## config.mk

```make
export PLATFORM = sky130hd
export DESIGN_NAME = five_way_key_event_detector
export DESIGN_NICKNAME = d
export VERILOG_FILES = /design/src/rtl/core/fwkd_pkg.sv /design/src/rtl/core/fwkd_dir_classify.sv /design/src/rtl/core/fwkd_center_fsm.sv /design/src/rtl/core/five_way_key_event_detector.sv
export SDC_FILE = /design/constraint.sdc
export NUM_CORES = 1
export LEC_CHECK = 0
export BUFFER_PORTS_ARGS = -buffer_cell sky130_fd_sc_hd__buf_2
export CORE_UTILIZATION = 40
export DETAILED_ROUTE_END_ITERATION = 8
export GPL_TIMING_DRIVEN = 0
export PLACE_DENSITY = 0.67
export SYNTH_ARGS = -nofsm -noshare
export SYNTH_HDL_FRONTEND = slang
export SYNTH_SLANG_ARGS = --single-unit
```

## constraint.sdc

```tcl
create_clock -name clk -period 3.4 [get_ports clk]
set_clock_uncertainty 0.1 [all_clocks]
set_input_delay 0.85 -clock clk [delete_from_list [all_inputs] [get_ports clk]]
set_output_delay 0.85 -clock clk [all_outputs]
set_load 0.1 [all_outputs]
```

## src/rtl/core/fwkd_pkg.sv

```systemverilog
// Shared types and constants for the five-way key event detector.
// No dependencies; used by every module in rtl/core.
`timescale 1ns / 1ps

package fwkd_pkg;

  // Event codes, also used for the direction of the joystick
  typedef enum logic [2:0] {
    EV_NONE   = 3'd0,
    EV_UP     = 3'd1,
    EV_DOWN   = 3'd2,
    EV_LEFT   = 3'd3,
    EV_RIGHT  = 3'd4,
    EV_CLICK  = 3'd5,
    EV_DOUBLE = 3'd6,
    EV_LONG   = 3'd7
  } event_t;

  // Center key phases
  typedef enum logic [2:0] {
    PH_IDLE     = 3'd0,
    PH_DEBOUNCE = 3'd1,
    PH_HELD     = 3'd2,
    PH_RELEASED = 3'd3,
    PH_WAIT_UP  = 3'd4
  } phase_t;

  // Register map (word index)
  localparam logic [1:0] REG_DEBOUNCE = 2'd0;
  localparam logic [1:0] REG_LONG     = 2'd1;
  localparam logic [1:0] REG_DOUBLE   = 2'd2;

  localparam logic [15:0] DEBOUNCE_RST = 16'd2;
  localparam logic [15:0] LONG_RST     = 16'd100;
  localparam logic [15:0] DOUBLE_RST   = 16'd30;

  // ADC windows, all bounds exclusive
  localparam logic [11:0] LEFT_LO  = 12'd4000;
  localparam logic [11:0] RIGHT_LO = 12'd1900;
  localparam logic [11:0] RIGHT_HI = 12'd2200;
  localparam logic [11:0] UP_LO    = 12'd900;
  localparam logic [11:0] UP_HI    = 12'd1200;
  localparam logic [11:0] DOWN_LO  = 12'd1250;
  localparam logic [11:0] DOWN_HI  = 12'd1550;

  typedef struct packed {
    logic [15:0] settle_ticks;
    logic [15:0] hold_ticks;
    logic [15:0] second_press_ticks;
  } cfg_t;

  // Center key step result
  typedef struct packed {
    phase_t      phase;
    logic [15:0] timer;
    logic        fire;
    event_t      code;
  } center_step_t;

endpackage

```

## src/rtl/core/fwkd_dir_classify.sv

```systemverilog
// Maps a joystick ADC sample to a direction code.
// Depends on fwkd_pkg.
`timescale 1ns / 1ps

module fwkd_dir_classify (
  input  logic [11:0]      adc_sample,
  output fwkd_pkg::event_t dir
);

  // Windows checked in priority order
  always_comb begin
    if (adc_sample > fwkd_pkg::LEFT_LO) begin
      dir = fwkd_pkg::EV_LEFT;
    end else if (adc_sample > fwkd_pkg::RIGHT_LO && adc_sample < fwkd_pkg::RIGHT_HI) begin
      dir = fwkd_pkg::EV_RIGHT;
    end else if (adc_sample > fwkd_pkg::UP_LO && adc_sample < fwkd_pkg::UP_HI) begin
      dir = fwkd_pkg::EV_UP;
    end else if (adc_sample > fwkd_pkg::DOWN_LO && adc_sample < fwkd_pkg::DOWN_HI) begin
      dir = fwkd_pkg::EV_DOWN;
    end else begin
      dir = fwkd_pkg::EV_NONE;
    end
  end

endmodule

```

## src/rtl/core/fwkd_center_fsm.sv

```systemverilog
// Next-state logic of the center key phase machine and its tick timer.
// Depends on fwkd_pkg; state registers live in the top level.
`timescale 1ns / 1ps

module fwkd_center_fsm (
  input  fwkd_pkg::phase_t       phase,
  input  logic [15:0]            timer,
  input  logic                   pressed,
  input  fwkd_pkg::cfg_t         cfg,
  output fwkd_pkg::center_step_t step
);

  logic [15:0] timer_inc;

  // Timer advances every scan unless a phase clears it, and wraps
  assign timer_inc = timer + 16'd1;

  always_comb begin
    step.phase = phase;
    step.timer = timer_inc;
    step.fire  = 1'b0;
    step.code  = fwkd_pkg::EV_NONE;
    case (phase)
      fwkd_pkg::PH_IDLE: begin
        if (pressed) begin
          step.timer = '0;
          step.phase = fwkd_pkg::PH_DEBOUNCE;
        end
      end
      fwkd_pkg::PH_DEBOUNCE: begin
        if (!pressed) begin
          step.phase = fwkd_pkg::PH_IDLE;
        end else if (timer_inc >= cfg.settle_ticks) begin
          step.phase = fwkd_pkg::PH_HELD;
        end
      end
      fwkd_pkg::PH_HELD: begin
        if (!pressed) begin
          step.timer = '0;
          step.phase = fwkd_pkg::PH_RELEASED;
        end else if (timer_inc >= cfg.hold_ticks) begin
          step.phase = fwkd_pkg::PH_WAIT_UP;
          step.fire  = 1'b1;
          step.code  = fwkd_pkg::EV_LONG;
        end
      end
      fwkd_pkg::PH_RELEASED: begin
        if (timer_inc > cfg.second_press_ticks) begin
          step.phase = fwkd_pkg::PH_IDLE;
          step.fire  = 1'b1;
          step.code  = fwkd_pkg::EV_CLICK;
        end else if (pressed) begin
          step.phase = fwkd_pkg::PH_WAIT_UP;
          step.fire  = 1'b1;
          step.code  = fwkd_pkg::EV_DOUBLE;
        end
      end
      fwkd_pkg::PH_WAIT_UP: begin
        if (!pressed) begin
          step.phase = fwkd_pkg::PH_IDLE;
        end
      end
      default: begin
        // unreachable phase codes hold, timer still runs
      end
    endcase
  end

endmodule

```

## src/rtl/core/five_way_key_event_detector.sv

```systemverilog
// Top level of the five-way key event detector: APB registers, input
// register, event state and result register. Uses fwkd_pkg,
// fwkd_dir_classify and fwkd_center_fsm.
//
//   channel | handshake            | payload
//   --------+----------------------+-----------------------------------
//   in      | in_valid / in_ready  | action, adc_sample, center_level
//   out     | out_valid / out_ready| event_code
//   cfg     | APB psel/penable     | paddr, pwdata, prdata
//
// An item waits in the input register and is evaluated against the key
// state on the way to the result register, which loads as the item leaves
// the input register; one item per cycle sustained while the output is not
// stalled. Synchronous reset clears the state, pending event and both valid
// flags. A stalled output holds the result; the input register still takes
// an item while it is empty.
`timescale 1ns / 1ps

module five_way_key_event_detector (
  input  logic        clk,
  input  logic        rst,
  // configuration
  input  logic        psel,
  input  logic        penable,
  input  logic        pwrite,
  input  logic [3:0]  paddr,
  input  logic [31:0] pwdata,
  output logic [31:0] prdata,
  output logic        pready,
  // input items
  input  logic        in_valid,
  output logic        in_ready,
  input  logic        action,
  input  logic [11:0] adc_sample,
  input  logic        center_level,
  // result items
  output logic        out_valid,
  input  logic        out_ready,
  output logic [2:0]  event_code
);

  fwkd_pkg::cfg_t cfg;

  // input register
  logic        s1_valid;
  logic        s1_action;
  logic [11:0] s1_sample;
  logic        s1_level;
  logic        s1_advance;

  // key state
  fwkd_pkg::event_t last_direction;
  fwkd_pkg::phase_t center_phase;
  logic [15:0]      tick_timer;
  fwkd_pkg::event_t pending_event;
  fwkd_pkg::event_t pending_event_next;
  fwkd_pkg::event_t result_next;

  fwkd_pkg::event_t       dir;
  fwkd_pkg::center_step_t step;
  logic [1:0]             reg_index;

  assign pready    = 1'b1;
  assign reg_index = paddr[3:2];

  // Configuration registers
  always_ff @(posedge clk) begin
    if (rst) begin
      cfg.settle_ticks       <= fwkd_pkg::DEBOUNCE_RST;
      cfg.hold_ticks         <= fwkd_pkg::LONG_RST;
      cfg.second_press_ticks <= fwkd_pkg::DOUBLE_RST;
    end else if (psel && penable && pwrite) begin
      case (reg_index)
        fwkd_pkg::REG_DEBOUNCE: cfg.settle_ticks       <= pwdata[15:0];
        fwkd_pkg::REG_LONG:     cfg.hold_ticks         <= pwdata[15:0];
        fwkd_pkg::REG_DOUBLE:   cfg.second_press_ticks <= pwdata[15:0];
        default: begin
        end
      endcase
    end
  end

  // Register readback
  always_comb begin
    case (reg_index)
      fwkd_pkg::REG_DEBOUNCE: prdata = {16'd0, cfg.settle_ticks};
      fwkd_pkg::REG_LONG:     prdata = {16'd0, cfg.hold_ticks};
      fwkd_pkg::REG_DOUBLE:   prdata = {16'd0, cfg.second_press_ticks};
      default:                prdata = '0;
    endcase
  end

  // Handshake: stage 1 moves on when the result register is free or drains
  assign s1_advance = s1_valid && (!out_valid || out_ready);
  assign in_ready   = !s1_valid || s1_advance;

  // Input register
  always_ff @(posedge clk) begin
    if (rst) begin
      s1_valid <= 1'b0;
    end else if (in_ready) begin
      s1_valid <= in_valid;
    end
  end

  always_ff @(posedge clk) begin
    if (in_valid && in_ready) begin
      s1_action <= action;
      s1_sample <= adc_sample;
      s1_level  <= center_level;
    end
  end

  fwkd_dir_classify u_dir (
    .adc_sample (s1_sample),
    .dir        (dir)
  );

  fwkd_center_fsm u_center (
    .phase   (center_phase),
    .timer   (tick_timer),
    .pressed (s1_level),
    .cfg     (cfg),
    .step    (step)
  );

  // Pending event update: read clears, scan may post direction then key event
  always_comb begin
    pending_event_next = pending_event;
    result_next        = pending_event;
    if (s1_action) begin
      pending_event_next = fwkd_pkg::EV_NONE;
    end else begin
      if (last_direction == fwkd_pkg::EV_NONE && dir != fwkd_pkg::EV_NONE) begin
        pending_event_next = dir;
      end
      if (step.fire) begin
        pending_event_next = step.code;
      end
      result_next = pending_event_next;
    end
  end

  // Key state, updated as the item leaves stage 1
  always_ff @(posedge clk) begin
    if (rst) begin
      last_direction <= fwkd_pkg::EV_NONE;
      center_phase   <= fwkd_pkg::PH_IDLE;
      tick_timer     <= '0;
      pending_event  <= fwkd_pkg::EV_NONE;
    end else if (s1_advance) begin
      pending_event <= pending_event_next;
      if (!s1_action) begin
        last_direction <= dir;
        center_phase   <= step.phase;
        tick_timer     <= step.timer;
      end
    end
  end

  // Result register
  always_ff @(posedge clk) begin
    if (rst) begin
      out_valid <= 1'b0;
    end else if (s1_advance) begin
      out_valid <= 1'b1;
    end else if (out_ready) begin
      out_valid <= 1'b0;
    end
  end

  always_ff @(posedge clk) begin
    if (s1_advance) begin
      event_code <= result_next;
    end
  end

endmodule
```

==> impl_metrics.env, run 1 <==
export IMPL_max_slew_margin=0.525
export IMPL_wl_per_cell_um=15.6
export IMPL_holdBufCountCts=0
export IMPL_tns_ns=-0.0437
export IMPL_fp_row_count=42
export IMPL_crit_type="reg -> reg"
export IMPL_pwr_density_cell_nw_per_um2=367
export IMPL_run_status="finished with violations"
export IMPL_via_per_inst=5.31
export IMPL_portBuffers=59
export IMPL_drc=0
export IMPL_cts_htree_levels=3
export IMPL_critPathLaunchType="flip-flop"
export IMPL_setup_viol=2
export IMPL_netlist_area_um2=5610
export IMPL_place_congestion=0.885
export IMPL_clock_latency_ns=0.36
export IMPL_fin_crit_ns=3.44
export IMPL_synth_avg_cell_area_um2=8.12
export IMPL_ys_seq_area_frac=0.359
export IMPL_synth_edf_count=17
export IMPL_hold_viol=0
export IMPL_drive_gt1_frac=0.254
export IMPL_fin_nets=913
export IMPL_total_leakage_power_nw=2.94
export IMPL_drt_initial_drc_count=382
export IMPL_drtPass1Iterations=5
export IMPL_rsz0062_at_grt="yes"
export IMPL_area_delta_synth_final_pct=26.9
export IMPL_fmaxAchievable_mhz=291
export IMPL_max_clock_path_buffers=2
export IMPL_dpl_hpwl_um=10800
export IMPL_vias=5249
export IMPL_cts_tree="yes"
export IMPL_cp_data_arrival_time_ns=3.45
export IMPL_cp_max_fo=3
export IMPL_cts_root_buf="clkbuf_16"
export IMPL_ys_warnings_count=0
export IMPL_worstMarginPinSlew_ns=0.712
export IMPL_cts_sinks=92
export IMPL_boundaryPins=95
export IMPL_wl_um=15500
export IMPL_grt_first_pass_wirelength_um=24200
export IMPL_antenna_left=0
export IMPL_utilization=0.529
export IMPL_syn_inst=691
export IMPL_die_area_um2=14500
export IMPL_layout_setup_ws_ns=-0.0371
export IMPL_failed_checks="negative setup slack"
export IMPL_fin_cells=988
export IMPL_cts_made_buffers=9
export IMPL_maxSlewViolCount=0
export IMPL_die_h_um=120
export IMPL_ys_types=62
export IMPL_required_ns=3.41
export IMPL_diodes=0
export IMPL_overflow=0
export IMPL_min_period_over_period=1.01
export IMPL_die_x_um=120
export IMPL_grt_total_usage=0.214
export IMPL_synth_flop_cell="dfxtp_1"
export IMPL_dp_cells=941
export IMPL_hold_path_class="reg -> reg"
export IMPL_grt_start_max_net_pins=16
export IMPL_cts_clk_slew_worst_paths_ns=0.06
export IMPL_start_util=0.417
export IMPL_max_cap_violations=0
export IMPL_grt_antenna_before_repair=0
export IMPL_crit_path_end_kind="flip-flop"
export IMPL_async_reset_ff_frac=0
export IMPL_vdd_drop_max_v=0.000256
export IMPL_grt_pass1_vias=4811
export IMPL_design_core_area_um2=13500
export IMPL_synth_seq_cells=92
## final cells by class
| type | instances | area, µm² |
|---|---|---|
| repair buffers | 90 | 557 |
| multi-input cells | 510 | 3510 |
| fillers | 1327 | 6330 |
| flip-flops and latches | 92 | 2040 |
| clock buffers | 9 | 225 |
| clock inverters | 7 | 91.3 |
| plain buffers | 49 | 275 |
| inverters | 55 | 206 |
| well taps | 176 | 220 |
## state kept, by name (all words and copies together), names as in the netlist
signal          flops
event_code          3
s1_valid            1
s1_action           1
s1_sample          12
pending_event       3
center_phase        3
out_valid           1
cfg                48
s1_level            1
tick_timer         16
last_direction      3
## Yosys cell counts, types with 10 or more instances
master,n,area [µm²]
a21oi_1,63,315
a22oi_1,10,75.1
buf_4,17,128
clkbuf_1,21,78.8
dfxtp_1,75,1500
edfxtp_1,17,510
ha_1,49,613
inv_1,53,199
mux2i_1,18,180
nand2_1,121,454
nand3_1,20,100
nand4_1,14,87.6
nor2_1,43,161
o211ai_1,12,90.1
o21ai_0,32,160
## logic make-up after synthesis
logic type,count (synthesis),synth area share
xor gates and xnor gates,16,0.0250
adders and majority gates,49,0.109
AOI/OAI and AO/OA,163,0.187
buffers and inverters,104,0.0852
and+or+nand+nor,246,0.200
muxes,19,0.0341
other,2,0.00134
DFF,92,0.359
## path summary, 6_finish.rpt
| kind | from | cells past startpoint | slack, ns | end |
|---|---|---|---|---|
| max | tick_timer[1] | 13 | -0.04 | event_code[1] |
| min | cfg[25] | 2 | 0.37 | cfg[25] |
| max reg2reg | tick_timer[1] | 13 | -0.04 | event_code[1] |
| min reg2reg | cfg[25] | 2 | 0.37 | cfg[25] |
## metrics by stage
stage	area (µm²)	power, mW	hold slack, ns	worst slack [ns]
2_1_floorplan	5730	1.46	0.348	0.0708
3_3_place_gp	6250	1.54	0.360	-0.535
3_5_place_dp	6250	1.55	0.363	-0.545
4_1_cts	6860	2.62	0.372	0.0271
5_1_grt	7120	2.69	0.393	-0.169
6_report	7120	2.61	0.372	-0.0371
## worst max-delay path, stage by stage, from the launching register on
cell     delay [ns]
dfxtp_4        0.36
ha_4           0.13
nand4_1        0.23
nor3_2         0.41
xor2_2         0.17
ha_1           0.31
nand4_1        0.15
buf_4          0.19
a211o_1        0.23
a41o_1         0.26
a31oi_2        0.24
and2_4         0.20
nor2_2         0.03
a22o_1         0.17
## metal layers
metal	global-route usage	wire length, µm	up-vias
met5	0	0	-
met4	0.105	410	0
met3	0.0245	729	22
met2	0.343	7380	141
met1	0.286	6930	2477
li1	-	-	2609
## timing repair
item	4_1_cts	5_1_grt
gates resized for setup	25	44
setup endpoints to repair	19	19
setup buffers	22	9
pin swaps	19	22
## layout by cell type, fill, tap and decap left out, types with 12 or more instances in the layout
| master | n |
|---|---|
| clkbuf_1 | 18 |
| o21ai_0 | 16 |
| buf_4 | 47 |
| inv_1 | 53 |
| conb_1 | 17 |
| nand2_1 | 121 |
| nand4_1 | 14 |
| nor2_1 | 38 |
| buf_2 | 56 |
| ha_1 | 45 |
| dfxtp_1 | 65 |
| a21oi_1 | 62 |
| o21ai_2 | 17 |
| nand3_1 | 16 |
| o211ai_1 | 12 |
| mux2i_1 | 18 |
| edfxtp_1 | 17 |
## report_power, final
| part | total (mW) | switching, mW | internal, mW |
|---|---|---|---|
| logic | 0.376 | 0.282 | 0.0943 |
| clock network | 1.08 | 0.442 | 0.640 |
| registers | 1.15 | 0.0214 | 1.13 |
| total | 2.61 | 0.745 | 1.87 |
Note: power is estimated with default switching activity, not from simulation.
==> run 2, diff against run 1 <==
SETUP_SLACK_MARGIN = 0.02   (was unset)
==> run 2 against run 1 <==
  * The flow still finishes with violations (negative setup slack)
  * Register-to-register slack barely moved
  * Via count rose by 0.25%
  * Die area did not move
  * Cell count rose by 0.20%
  * Non-clock buffer count rose by 2
  * Critical endpoint unchanged
  * Largest power group unchanged
==> impl_metrics.env, run 2 (synthesis results as in run 1) <==
export IMPL_max_clock_path_buffers=2
export IMPL_pwr_density_cell_nw_per_um2=367
export IMPL_fin_nets=915
export IMPL_max_cap_violations=0
export IMPL_rsz0062_at_grt="yes"
export IMPL_regArea_um2=2040
export IMPL_fin_cells=990
export IMPL_rr_endpoint="event_code[1]"
export IMPL_portBuffers=59
export IMPL_clock_latency_ns=0.36
export IMPL_place_congestion=0.885
export IMPL_regMostFlops="cfg"
export IMPL_required_ns=3.41
export IMPL_n_fill_cell=1328
export IMPL_vias=5262
export IMPL_start_util=0.417
export IMPL_tns_ns=-0.0247
export IMPL_crit_path_end_kind="flip-flop"
export IMPL_multi_input_area_um2=3520
export IMPL_antenna_left=0
export IMPL_reg2reg_slack_ns=-0.02
export IMPL_max_slew_margin=0.462
export IMPL_crit_start="tick_timer[1]"
export IMPL_diodes=0
export IMPL_overflow=0
export IMPL_failed_checks="negative setup slack"
export IMPL_wl_um=15600
export IMPL_fmaxAchievable_mhz=292
export IMPL_dpl_hpwl_um=10800
export IMPL_cts_root_buf="clkbuf_16"
export IMPL_drtPass1Iterations=5
export IMPL_die_x_um=120
export IMPL_boundaryPins=95
export IMPL_hold_path_class="reg -> reg"
export IMPL_cts_htree_levels=3
export IMPL_grt_pass1_vias=4811
export IMPL_cts_clk_slew_worst_paths_ns=0.06
export IMPL_cp_max_fo=3
export IMPL_reg_top3="cfg (48), tick_timer (16), s1_sample (12)"
export IMPL_cp_endpoint="event_code[1]"
export IMPL_mostFrequentLayoutCells="nand2_1 (121), dfxtp_1 (65), buf_2 (63)"
export IMPL_fin_crit_ns=3.42
export IMPL_layout_commonest_cell="nand2_1"
export IMPL_area_delta_synth_final_pct=27.2
export IMPL_largest_reg_flops=48
export IMPL_vdd_drop_max_v=0.000257
export IMPL_r2r_start="tick_timer[1]"
export IMPL_setup_viol=2
export IMPL_grt_first_pass_wirelength_um=24200
export IMPL_drc=0
export IMPL_grt_start_max_net_pins=16
export IMPL_cts_tree="yes"
export IMPL_critPathLaunchType="flip-flop"
export IMPL_wl_per_cell_um=15.7
export IMPL_drive_gt1_frac=0.259
export IMPL_whs_ns=0.374
export IMPL_min_period_over_period=1.01
export IMPL_die_h_um=120
export IMPL_crit_type="reg -> reg"
export IMPL_utilization=0.531
export IMPL_maxSlewViolCount=0
export IMPL_worstMarginPinSlew_ns=0.807
export IMPL_fp_row_count=42
export IMPL_cts_made_buffers=9
export IMPL_hold_viol=0
export IMPL_design_core_area_um2=13500
export IMPL_pre_cts_slack_ns=-0.545
export IMPL_total_leakage_power_nw=2.96
export IMPL_layout_setup_ws_ns=-0.0246
export IMPL_cts_sinks=92
export IMPL_via_per_inst=5.32
export IMPL_dp_cells=941
export IMPL_grt_antenna_before_repair=0
export IMPL_run_status="finished with violations"
export IMPL_drt_initial_drc_count=369
export IMPL_reg2regPathDepth=13
export IMPL_die_area_um2=14500
export IMPL_grt_total_usage=0.214
export IMPL_cp_data_arrival_time_ns=3.43
==> run 2: changes by cell type in the layout (fill, tap and decap cells not counted), sizes merged <==
cell / delta
buf: +9
clkbuf: -7
==> run 2: how the worst min path moves through the flow <==
stage / startpoint / to / cells past startpoint
6_report: cfg[42] / cfg[42] / 2
4_1_cts: cfg[46] / cfg[46] / 2
2_1_floorplan: last_direction[2] / last_direction[2] / 2
3_3_place_gp: cfg[5] / cfg[5] / 2
5_1_grt: cfg[46] / cfg[46] / 2
3_5_place_dp: cfg[46] / cfg[46] / 2
==> run 2: per-layer routing <==
layer  up-vias  track usage  part of all wire
met4         0        0.105             0.031
li1       2611            -                 -
met2       144        0.343              0.47
met5         -            0                 0
met3        32       0.0245             0.052
met1      2475        0.286              0.45
==> run 2: metrics by stage <==
step | total power, mW | instance area [µm²]
floorplan | 1.46 | 5730
global placement | 1.54 | 6250
detailed placement | 1.55 | 6250
CTS | 2.62 | 6860
global route | 2.69 | 7140
finish | 2.62 | 7140
==> run 2: report_power, final <==
group	leakage, nW	switching (mW)	internal, mW
Combinational	2.03	0.283	0.0958
Clock	0.149	0.445	0.640
Sequential	0.777	0.0214	1.13
==> run 2: worst max-delay path, stage by stage, from the launching register on <==
cell	delay [ns]
dfxtp_4	0.36
ha_4	0.13
nand4_1	0.23
nor3_2	0.41
xor2_2	0.16
ha_1	0.31
nand4_1	0.15
buf_4	0.19
a211o_1	0.23
a41o_1	0.26
a31oi_2	0.24
and2_4	0.20
nor2_2	0.03
a22o_1	0.17
==> run 2: cell type report <==
type / count / share of cell area
Multi-Input combinational cell: 510 / 0.493
Clock inverter: 7 / 0.0128
Clock buffer: 9 / 0.0315
Buffer: 49 / 0.0387
Tap cell: 176 / 0.0308
Sequential cell: 92 / 0.285
Timing Repair Buffer: 92 / 0.0794
Inverter: 55 / 0.0289
==> run 2: timing repair <==
| item | CTS | global route |
|---|---|---|
| gates resized for setup | 25 | 41 |
| hold buffers | 0 | 0 |
| pin swaps | 19 | 24 |
| setup buffers | 22 | 11 |
| setup endpoints to repair | 19 | 19 |
